File: src/ifcl_pkg.sv
// ----------------------------------------------------------------------------
// ifcl_pkg
// Shared types, constants and helpers for the IPv4 forwarding check with
// longest-prefix route lookup.
// ----------------------------------------------------------------------------
package ifcl_pkg;

	// Route table geometry
	localparam int ROUTE_ENTRIES = 16;
	localparam int RIDX_W        = 4;
	localparam int RCNT_W        = 5;

	// Header geometry
	localparam int HDR_BYTES = 20;
	localparam int HDR_WORDS = HDR_BYTES / 4;
	localparam int WCNT_W    = 3;

	localparam logic [WCNT_W-1:0] WORD_LEN  = WCNT_W'(0);
	localparam logic [WCNT_W-1:0] WORD_TTL  = WCNT_W'(2);
	localparam logic [WCNT_W-1:0] WORD_SRC  = WCNT_W'(3);
	localparam logic [WCNT_W-1:0] WORD_LAST = WCNT_W'(HDR_WORDS - 1);

	localparam logic [15:0] CSUM_GOOD = 16'hFFFF;

	// Item kinds
	localparam logic FUNC_ROUTE = 1'b0;
	localparam logic FUNC_HDR   = 1'b1;

	// Configuration registers
	localparam int  APB_AW          = 3;
	localparam logic REG_ROUTE_COUNT = 1'b0;

	// Result status codes
	typedef enum logic [1:0] {
		ST_FWD     = 2'd0,
		ST_TTL     = 2'd1,
		ST_CSUM    = 2'd2,
		ST_NOROUTE = 2'd3
	} status_t;

	// Search token handed from cell to cell
	typedef struct packed {
		logic        valid;
		logic [31:0] dest;
		logic        found;
		logic [31:0] mask;
		logic [31:0] hop;
	} token_t;

	// Header state seen by the top level
	typedef struct packed {
		logic        last;
		logic        csum_ok;
		logic [7:0]  new_ttl;
		logic [31:0] source;
		logic [15:0] length;
	} hdr_info_t;

	// Ones'-complement add with end-around carry
	function automatic logic [15:0] ones_add(logic [15:0] a, logic [15:0] b);
		logic [16:0] s;
		s = {1'b0, a} + {1'b0, b};
		return s[15:0] + {15'b0, s[16]};
	endfunction

endpackage

File: src/ifcl_hdr.sv
// ----------------------------------------------------------------------------
// ifcl_hdr
// Header word counter, running ones'-complement checksum and held fields.
// ----------------------------------------------------------------------------
module ifcl_hdr (
	input  logic                clk,
	input  logic                arst_n,
	input  logic                word_en,
	input  logic [31:0]         word,
	output ifcl_pkg::hdr_info_t info
);
	import ifcl_pkg::*;

	logic [WCNT_W-1:0] cnt_q;
	logic [15:0]       sum_q;
	logic [15:0]       sum_next;
	logic              csum_ok_q;
	logic [7:0]        ttl_q;
	logic [31:0]       source_q;
	logic [15:0]       length_q;
	logic              last;

	// Fold both halfwords into the running sum
	assign sum_next = ones_add(ones_add(sum_q, word[31:16]), word[15:0]);
	assign last     = (cnt_q == WORD_LAST);

	// Advance count and sum; clear both after the last word
	always_ff @(posedge clk or negedge arst_n) begin
		if (!arst_n) begin
			cnt_q <= '0;
			sum_q <= '0;
		end else if (word_en) begin
			if (last) begin
				cnt_q <= '0;
				sum_q <= '0;
			end else begin
				cnt_q <= cnt_q + WCNT_W'(1);
				sum_q <= sum_next;
			end
		end
	end

	// Capture header fields and the checksum verdict
	always_ff @(posedge clk) begin
		if (word_en) begin
			case (cnt_q)
				WORD_LEN: length_q <= word[15:0];
				WORD_TTL: ttl_q    <= word[31:24];
				WORD_SRC: source_q <= word;
				default:  ;
			endcase
			if (last) begin
				csum_ok_q <= (sum_next == CSUM_GOOD);
			end
		end
	end

	assign info.last    = last;
	assign info.csum_ok = csum_ok_q;
	assign info.new_ttl = ttl_q - 8'd1;
	assign info.source  = source_q;
	assign info.length  = length_q;

endmodule

File: src/ifcl_cell.sv
// ----------------------------------------------------------------------------
// ifcl_cell
// One route table entry and one stage of the lookup chain.
// ----------------------------------------------------------------------------
module ifcl_cell (
	input  logic             clk,
	input  logic             arst_n,
	input  logic             wr_en,
	input  logic [31:0]      wr_prefix,
	input  logic [31:0]      wr_mask,
	input  logic [31:0]      wr_hop,
	input  logic             active,
	input  ifcl_pkg::token_t tok_in,
	output ifcl_pkg::token_t tok_out
);
	import ifcl_pkg::*;

	logic [31:0] prefix_q;
	logic [31:0] mask_q;
	logic [31:0] hop_q;
	logic        valid_q;
	logic [31:0] dest_q;
	logic        found_q;
	logic [31:0] best_mask_q;
	logic [31:0] best_hop_q;
	logic        hit;
	logic        take;

	// Store the entry
	always_ff @(posedge clk) begin
		if (wr_en) begin
			prefix_q <= wr_prefix;
			mask_q   <= wr_mask;
			hop_q    <= wr_hop;
		end
	end

	// Match, and prefer a longer or equal mask so the later entry wins ties
	always_comb begin
		hit  = tok_in.valid && active && ((tok_in.dest & mask_q) == prefix_q);
		take = hit && (!tok_in.found || (mask_q >= tok_in.mask));
	end

	// Hand the token to the next cell
	always_ff @(posedge clk or negedge arst_n) begin
		if (!arst_n) begin
			valid_q <= 1'b0;
		end else begin
			valid_q <= tok_in.valid;
		end
	end

	always_ff @(posedge clk) begin
		dest_q      <= tok_in.dest;
		found_q     <= tok_in.found | hit;
		best_mask_q <= take ? mask_q : tok_in.mask;
		best_hop_q  <= take ? hop_q : tok_in.hop;
	end

	assign tok_out.valid = valid_q;
	assign tok_out.dest  = dest_q;
	assign tok_out.found = found_q;
	assign tok_out.mask  = best_mask_q;
	assign tok_out.hop   = best_hop_q;

endmodule

File: src/ipv4_forward_check_lpm.sv
// ----------------------------------------------------------------------------
// ipv4_forward_check_lpm
// IPv4 header check and longest-prefix route lookup over a chain of cells.
// ----------------------------------------------------------------------------
// Header words and route items transfer at one per cycle while no lookup runs
// and, for the last header word, no result waits. Accepting the fifth header
// word launches a token down 16 route cells, one cell per cycle; the result
// is registered after the last cell, and input stalls until the token leaves it.
// Reset clears the word count, checksum, route_count and the valid flags;
// table entries are undefined until written.
module ipv4_forward_check_lpm (
	input  logic                        clk,
	input  logic                        arst_n,
	// Input channel
	input  logic                        item_valid,
	output logic                        item_stall,
	input  logic                        func,
	input  logic [ifcl_pkg::RIDX_W-1:0] route_index,
	input  logic [31:0]                 route_prefix,
	input  logic [31:0]                 route_mask,
	input  logic [31:0]                 route_next_hop,
	input  logic [31:0]                 header_word,
	// Result channel
	output logic                        result_valid,
	input  logic                        result_stall,
	output logic [1:0]                  status,
	output logic [7:0]                  new_ttl,
	output logic [31:0]                 source_addr,
	output logic [31:0]                 dest_addr,
	output logic [15:0]                 total_length,
	output logic [31:0]                 next_hop,
	// Configuration port
	input  logic                        psel,
	input  logic                        penable,
	input  logic                        pwrite,
	input  logic [ifcl_pkg::APB_AW-1:0] paddr,
	input  logic [31:0]                 pwdata,
	output logic [31:0]                 prdata,
	output logic                        pready
);
	import ifcl_pkg::*;

	logic                    item_xfer;
	logic                    hdr_en;
	logic                    route_wr;
	logic                    launch;
	logic                    busy_q;
	logic [RCNT_W-1:0]       route_count_q;
	hdr_info_t               hinfo;
	token_t                  tok [ROUTE_ENTRIES+1];
	token_t                  tok_end;
	status_t                 st;
	logic                    res_valid_q;
	status_t                 res_status_q;
	logic [7:0]              res_ttl_q;
	logic [31:0]             res_source_q;
	logic [31:0]             res_dest_q;
	logic [15:0]             res_length_q;
	logic [31:0]             res_hop_q;

	// Input handshake: hold off during a lookup, and hold the last word while
	// a result still waits
	assign item_stall = busy_q || (res_valid_q && hinfo.last);
	assign item_xfer  = item_valid && !item_stall;
	assign hdr_en     = item_xfer && (func == FUNC_HDR);
	assign route_wr   = item_xfer && (func == FUNC_ROUTE);
	assign launch     = hdr_en && hinfo.last;

	// Configuration register
	assign pready = 1'b1;
	always_ff @(posedge clk or negedge arst_n) begin
		if (!arst_n) begin
			route_count_q <= '0;
		end else if (psel && penable && pwrite && (paddr[2] == REG_ROUTE_COUNT)) begin
			route_count_q <= pwdata[RCNT_W-1:0];
		end
	end
	assign prdata = (paddr[2] == REG_ROUTE_COUNT) ? 32'(route_count_q) : '0;

	// Header accumulation
	ifcl_hdr u_hdr (
		.clk    (clk),
		.arst_n (arst_n),
		.word_en(hdr_en),
		.word   (header_word),
		.info   (hinfo)
	);

	// Launch token
	assign tok[0].valid = launch;
	assign tok[0].dest  = header_word;
	assign tok[0].found = 1'b0;
	assign tok[0].mask  = '0;
	assign tok[0].hop   = '0;

	// Route cell chain
	for (genvar i = 0; i < ROUTE_ENTRIES; i++) begin : g_cell
		logic wr_en;
		logic active;
		assign wr_en  = route_wr && (int'(route_index) == i);
		assign active = (int'(route_count_q) > i);
		ifcl_cell u_cell (
			.clk      (clk),
			.arst_n   (arst_n),
			.wr_en    (wr_en),
			.wr_prefix(route_prefix),
			.wr_mask  (route_mask),
			.wr_hop   (route_next_hop),
			.active   (active),
			.tok_in   (tok[i]),
			.tok_out  (tok[i+1])
		);
	end
	assign tok_end = tok[ROUTE_ENTRIES];

	// Track the lookup in flight
	always_ff @(posedge clk or negedge arst_n) begin
		if (!arst_n) begin
			busy_q <= 1'b0;
		end else if (launch) begin
			busy_q <= 1'b1;
		end else if (tok_end.valid) begin
			busy_q <= 1'b0;
		end
	end

	// Verdict, checksum first
	always_comb begin
		if (!hinfo.csum_ok) begin
			st = ST_CSUM;
		end else if (hinfo.new_ttl == 8'd0) begin
			st = ST_TTL;
		end else if (!tok_end.found) begin
			st = ST_NOROUTE;
		end else begin
			st = ST_FWD;
		end
	end

	// Result register
	always_ff @(posedge clk or negedge arst_n) begin
		if (!arst_n) begin
			res_valid_q <= 1'b0;
		end else if (tok_end.valid) begin
			res_valid_q <= 1'b1;
		end else if (!result_stall) begin
			res_valid_q <= 1'b0;
		end
	end

	always_ff @(posedge clk) begin
		if (tok_end.valid) begin
			res_status_q <= st;
			res_ttl_q    <= hinfo.new_ttl;
			res_source_q <= hinfo.source;
			res_dest_q   <= tok_end.dest;
			res_length_q <= hinfo.length;
			res_hop_q    <= (st == ST_FWD) ? tok_end.hop : '0;
		end
	end

	assign result_valid = res_valid_q;
	assign status       = res_status_q;
	assign new_ttl      = res_ttl_q;
	assign source_addr  = res_source_q;
	assign dest_addr    = res_dest_q;
	assign total_length = res_length_q;
	assign next_hop     = res_hop_q;

endmodule

File: config.mk
export PLATFORM = sky130hd
export DESIGN_NAME = ipv4_forward_check_lpm
export DESIGN_NICKNAME = d
export VERILOG_FILES = /design/src/ifcl_pkg.sv /design/src/ifcl_hdr.sv /design/src/ifcl_cell.sv /design/src/ipv4_forward_check_lpm.sv
export SDC_FILE = /design/constraint.sdc
export NUM_CORES = 2
export LEC_CHECK = 0
export BUFFER_PORTS_ARGS = -buffer_cell sky130_fd_sc_hd__buf_2
export CORE_MARGIN = 5
export CORE_UTILIZATION = 50
export DETAILED_ROUTE_END_ITERATION = 6
export PLACE_DENSITY = 0.66
export SLEW_MARGIN = 20
export SYNTH_ARGS = -nofsm -noshare
export SYNTH_HDL_FRONTEND = slang
export SYNTH_HIERARCHICAL = 1
export SYNTH_SLANG_ARGS = --single-unit
File: constraint.sdc
create_clock -name clk -period 33.3 [get_ports clk]
set_input_delay 1.665 -clock clk [delete_from_list [all_inputs] [get_ports clk]]
set_output_delay 1.665 -clock clk [all_outputs]
set_load 0.02 [all_outputs]
### Word level (Yosys, flattened, before mapping)

Index checks and enable logic that the tools add are counted.

| storage, ports and cells | value |
|---|---|
| bits in registers | 3277 |
| bits of input ports | 175 |

| cells by class | value |
|---|---|
| $add $sub $neg | 6 |
| eq/ne operators | 36 |
| bitwise operators | 33 |
| magnitude comparators | 31 |
| muxes and demuxes | 39 |
| reductions and logical operators | 112 |

Operators by type and width:

| kind | count |
|---|---|
| $mux 32 | 29 |
| $and 32x32->32 | 16 |
| $eq 32x32->1 | 16 |
| $ge 32x32->1 | 15 |
| $logic_and 1x1->1 | 71 |
| $gt 5x4->1 const B | 8 |
| $add 16x16->17 | 2 |
| $add 16x1->16 | 2 |
| $eq 4x4->1 const B | 8 |
| $gt 5x3->1 const B | 4 |
| $eq 16x16->1 const B | 1 |
| $eq 4x3->1 const B | 4 |
| $logic_not 1->1 | 16 |
| $logic_or 1x1->1 | 16 |
| $mux 16 | 1 |
| $or 1x1->1 | 15 |
| $gt 5x1->1 const B | 2 |
| $gt 5x2->1 const B | 2 |
| $eq 4x2->1 const B | 2 |
| $logic_not 8->1 | 1 |
| $reduce_and 2->1 | 4 |
| $sub 8x1->8 const B | 1 |
| $eq 3x2->1 const B | 2 |
| $mux 2 | 3 |
| other kinds (12) | 16 |

### Depth between registers and ports, before layout

| depth | value |
|---|---|
| word-level depth | 9 |
| mapped depth | 34 |
| depth with buffers taken out | 33 |

### Modules after synthesis

The synthesis kept the hierarchy.

By module, submodules not included:

| module | times used | cells an instance | sequential area each (um2) | area each (um2) |
|---|---|---|---|---|
| ifcl_cell | 16 | 456 | 4849.7 | 7193.1 |
| ifcl_hdr | 1 | 465 | 2187.1 | 4936.0 |
| ipv4_forward_check_lpm | 1 | 279 | 3838.7 | 4749.6 |

### Least setup slack after synthesis

No wires, ideal clock.

| timing path | value |
|---|---|
| kind | input-to-reg |
| start | in func |
| end | reg g_cell[0].u_cell.hop_q[0], enable pin |
| stages | 3 |
| required time | 32503 ps |
| arrival | 11393 ps |
| path slack | 21110 ps |
| buffers on the path | 1 |
| cells stage by stage | or4b_1 > buf_2 > nor4_1 |

| between the ends | value |
|---|---|
| word-level cells in the longest chain between the ends | 3 |

Ends and longest elaborated chain:

| item | line | text |
|---|---|---|
| from (decl) | ipv4_forward_check_lpm.sv:17 | `input logic func,` |
| $not 1->1 | ipv4_forward_check_lpm.sv:66 | `assign route_wr = item_xfer && (func == FUNC_ROUTE);` |
| $logic_and 1x1->1 | ipv4_forward_check_lpm.sv:66 |  |
| $logic_and 1x1->1 | ipv4_forward_check_lpm.sv:100 | `assign wr_en = route_wr && (int'(route_index) == i);` |
| named net g_cell[0].wr_en | ipv4_forward_check_lpm.sv:98 | `logic wr_en;` |
| to (signal assigned) | ifcl_cell.sv:34 | `hop_q <= wr_hop;` |
| to (decl) | ifcl_cell.sv:20 | `logic [31:0] hop_q;` |

The timed path passes the listed nets, and every way through them passes these cells.
A chain may end at the register's enable or synchronous reset.

### Worst setup path after layout

| timing path | value |
|---|---|
| start | in header_word[16] |
| end | reg u_hdr.sum_q[15] |

| between the ends | value |
|---|---|
| word-level cells in the longest chain between the ends | 5 |

Ends and longest elaborated chain:

| item | line | text |
|---|---|---|
| from (decl) | ipv4_forward_check_lpm.sv:22 | `input logic [31:0] header_word,` |
| $add 16x16->17 | ifcl_pkg.sv:62 | `s = {1'b0, a} + {1'b0, b};` |
| $add 16x1->16 | ifcl_pkg.sv:63 | `return s[15:0] + {15'b0, s[16]};` |
| $add 16x16->17 | ifcl_pkg.sv:62 |  |
| $add 16x1->16 | ifcl_pkg.sv:63 |  |
| $mux 16 | ifcl_hdr.sv:33 | `if (last) begin` |
| to (signal assigned) | ifcl_hdr.sv:38 | `sum_q <= sum_next;` |
| to (decl) | ifcl_hdr.sv:15 | `logic [15:0] sum_q;` |

No other way between the ends.

==> flow_results.org <==
** Power and ir drop
- For this design the ratio of total power to cell area is 64.3 nW/um^2.
- For this design the static power due to leakage is 58.1 nW.
- VDD IR max :: 0.0438 mV

** Finish
- The finished cells cover 140000 sq um.
- Fin nets :: 9337
- Count of fill cells added during filler insertion :: 19.1k
- Post-route insts no fill :: 12.1k
- Area overhead of the layout relative to synthesis :: 13.0%
- Fraction of layout cells with a size suffix above 1 :: 0.221

** Clocking
- TritonCTS built the clock tree.
- The clock drives 3277 sinks.
- Cell at the root of the clock tree :: sky130_fd_sc_hd__clkbuf_16
- Deepest level of the CTS H-tree :: 5
- Counting along the longest clock path gives a buffer depth of 4.
- Clock slew at the register clock pins of the worst setup and hold paths :: 60 ps
- Number of CTS-inserted buffers :: 341
- Number of buffers inserted by post-CTS setup repair :: 0
- After clock tree synthesis, the flow added hold-fix buffers numbering 0.
- For the worst-skew pair, the clock arrives at the later sink with an insertion delay of 940 ps.
- Once the clock tree was built, the resizer swapped 0 gates to a different size.

** Setup path
- Worst setup path category :: in -> reg
- Together, buffers and inverters on the worst path number 2.
- Worst path required time :: 34060 ps
- Delay of the slowest cell on the worst path :: 560 ps
- The worst setup path is captured at a flop.
- Cell repeated most along the worst path :: sky130_fd_sc_hd__ha_1
- The largest individual stage delay along the critical path comes from the cell sky130_fd_sc_hd__o41ai_1.
- Critical Path Start Type :: input pin
- Along the worst path, the maximum fanout reaches 9.
- Crit-path leading delay family :: simple AND/OR/NAND/NOR gates
- Arrival time of data at the critical path endpoint :: 9580 ps

** Detailed routing
- The routed design has 258000 um of wire.
- For this block, the initial DRC count from the detailed router was 3485.
- DR DRC count :: 0
- Length of the first detailed-routing pass in iterations :: 6
- The detail route stage leaves a number of antenna-violating nets equal to 1.
- Dividing the detail-routed wire length by the instance count gives 21.3 um.
- The routed layout has 61.2k vias.
- Using the TritonRoute via totals, the vias-per-cell ratio works out to 5.05.

** Timing
- Post-layout worst setup margin :: 24480 ps
- Setup repair after global routing left no endpoint under its margin.
- In this run the tightest slew margin relative to its limit is 0.265.
- Maximum operating frequency :: 113 MHz
- The number of max-slew violations in the final report was 0.
- Final hold violation count :: 0
- The worst path in the final design needs a cycle of 8820 ps, including I/O delays and setup.
- Worst Max-Slew Pin Slew :: 1100 ps
- Sum of negative setup slack :: 0 ps
- Hold_ws :: 317 ps
- # setup viols final :: 0
- Ratio of final minimum period to clock period :: 0.265
- Fin Clk Skew :: 68.9 ps

** Global routing
- Overall overflow remaining after global route :: 0
- Wire length of the first global-routing pass :: 384000 um
- Number of antenna violations at the first check in global routing :: 14
- Overall fraction of global-route tracks in use :: 0.197
- The via count of the first global-routing pass was 62.3k.
- Entering global routing, the biggest net connects 71 pins.

** Die
- Vertical extent of the die :: 507 um
- Initial standard-cell utilization of the core :: 0.503
- Ports :: 332
- Horizontal die dimension :: 507 um
- Row generation in the floorplan step produced 182 rows.
- Placeable core region :: 246000 sq um
- Full die area :: 257000 sq um

** Min path
- The tightest min-delay check is of the reg -> reg type.

** Place
- In this run, placement finished with an instance count of 11.5k.
- After detailed placement, the total cell area comes to 129000 sq um.
- Routability-driven placement finished with a final weighted congestion of 0.950.
- Placement-stage worst setup slack :: 23440 ps
- Hpwl dp :: 189000 um
- In this run the tool buffered the top-level ports with 274 buffer cells.

** Status
- Failing checks :: antenna rules
- The run finished, with violations left.

** Flow run
- MaxCap Viol Count :: 0

** Yosys
- Syn Area/Cell :: 15.5 sq um
- Cells after Synth :: 7974
- The synthesized netlist occupies a cell area of 124000 sq um.
- Yosys printed 6 warnings.
[cell usage in the layout (no fill, tap or decap), drive strengths merged, types with 26 or more instances in the layout]
cell    count
dfxtp    1520
nand2     687
o21ai     120
xor2      501
conb      126
clkbuf    462
mux2      997
ha        554
edfxtp   1715
a21oi     177
buf       344
dfrtp      42
bufinv     31
nand2b     41
clkinv     89
nand3      86
a21o       43
diode      26
inv       578
and2       51
nor2       75
nor4       62
nand4     133
xnor2      61
nor3       49
and4       34
[metrics by stage]
| step | total power, W | util |
|---|---|---|
| 2_1_floorplan | 0.00511 | - |
| 3_3_place_gp | 0.00533 | 0.523 |
| 3_5_place_dp | 0.00535 | 0.523 |
| 4_1_cts | 0.00908 | 0.568 |
| 5_1_grt | 0.00934 | 0.568 |
| 6_report | 0.00898 | 0.568 |
[power by group]
group	internal (W)	switching (W)	total, W	leakage, nW
Sequential	0.00439	0.0000795	0.00447	28.8
Clock	0.00223	0.00148	0.00371	5.40
Combinational	0.000332	0.000462	0.000794	23.9
Total	0.00695	0.00202	0.00898	58.1
[final cells by class]
| cell class | count | area (sq um) | share of cell area |
|---|---|---|---|
| inverters | 568 | 2130 | 0.0153 |
| well taps | 3220 | 4030 | 0.0288 |
| multi-input cells | 4074 | 37500 | 0.268 |
| repair buffers | 344 | 1920 | 0.0137 |
| clock inverters | 147 | 1610 | 0.0115 |
| clock buffers | 462 | 9460 | 0.0677 |
| flip-flops and latches | 3277 | 83000 | 0.594 |
| diodes | 26 | 65.1 | 0.000466 |
[worst paths after layout]
check | start | to | slack, ps | cells after the start
setup / recovery | header_word[16] | u_hdr/sum_q[15] | 24480 | 32
hold / removal | g_cell[5].u_cell/dest_q[15] | g_cell[6].u_cell/dest_q[15] | 320 | 0
setup reg to reg | u_hdr/sum_q[0] | u_hdr/sum_q[15] | 25240 | 31
hold reg to reg | g_cell[5].u_cell/dest_q[15] | g_cell[6].u_cell/dest_q[15] | 320 | 0
max in group asynchronous | arst_n | g_cell[15].u_cell/valid_q | 31750 | 2
min in group asynchronous | arst_n | u_hdr/cnt_q[0] | 910 | 2
[worst register-to-register path: cells and delay by family (launching register included)]
kind | cells | cell delay [ps]
simple gates | 13 | 3200
compound gates | 10 | 2520
fa+ha+maj | 5 | 1400
xor+xnor | 2 | 380
flops | 1 | 360
buf+inv | 1 | 60
[metal layers]
layer,global-route usage,routed length (um)
met1,0.258,112000
met2,0.326,121000
met5,0,55
met4,0.0912,12800
met3,0.0304,11900
[sequential cells by signal, indices dropped and copies added (netlist names), 480 cells and up]
register	flops
g_cell.u_cell/hop_q	512
g_cell.u_cell/mask_q	512
g_cell.u_cell/best_mask_q	480
g_cell.u_cell/dest_q	512
g_cell.u_cell/best_hop_q	512
g_cell.u_cell/prefix_q	512
Note: power is estimated with default switching activity, not from simulation.
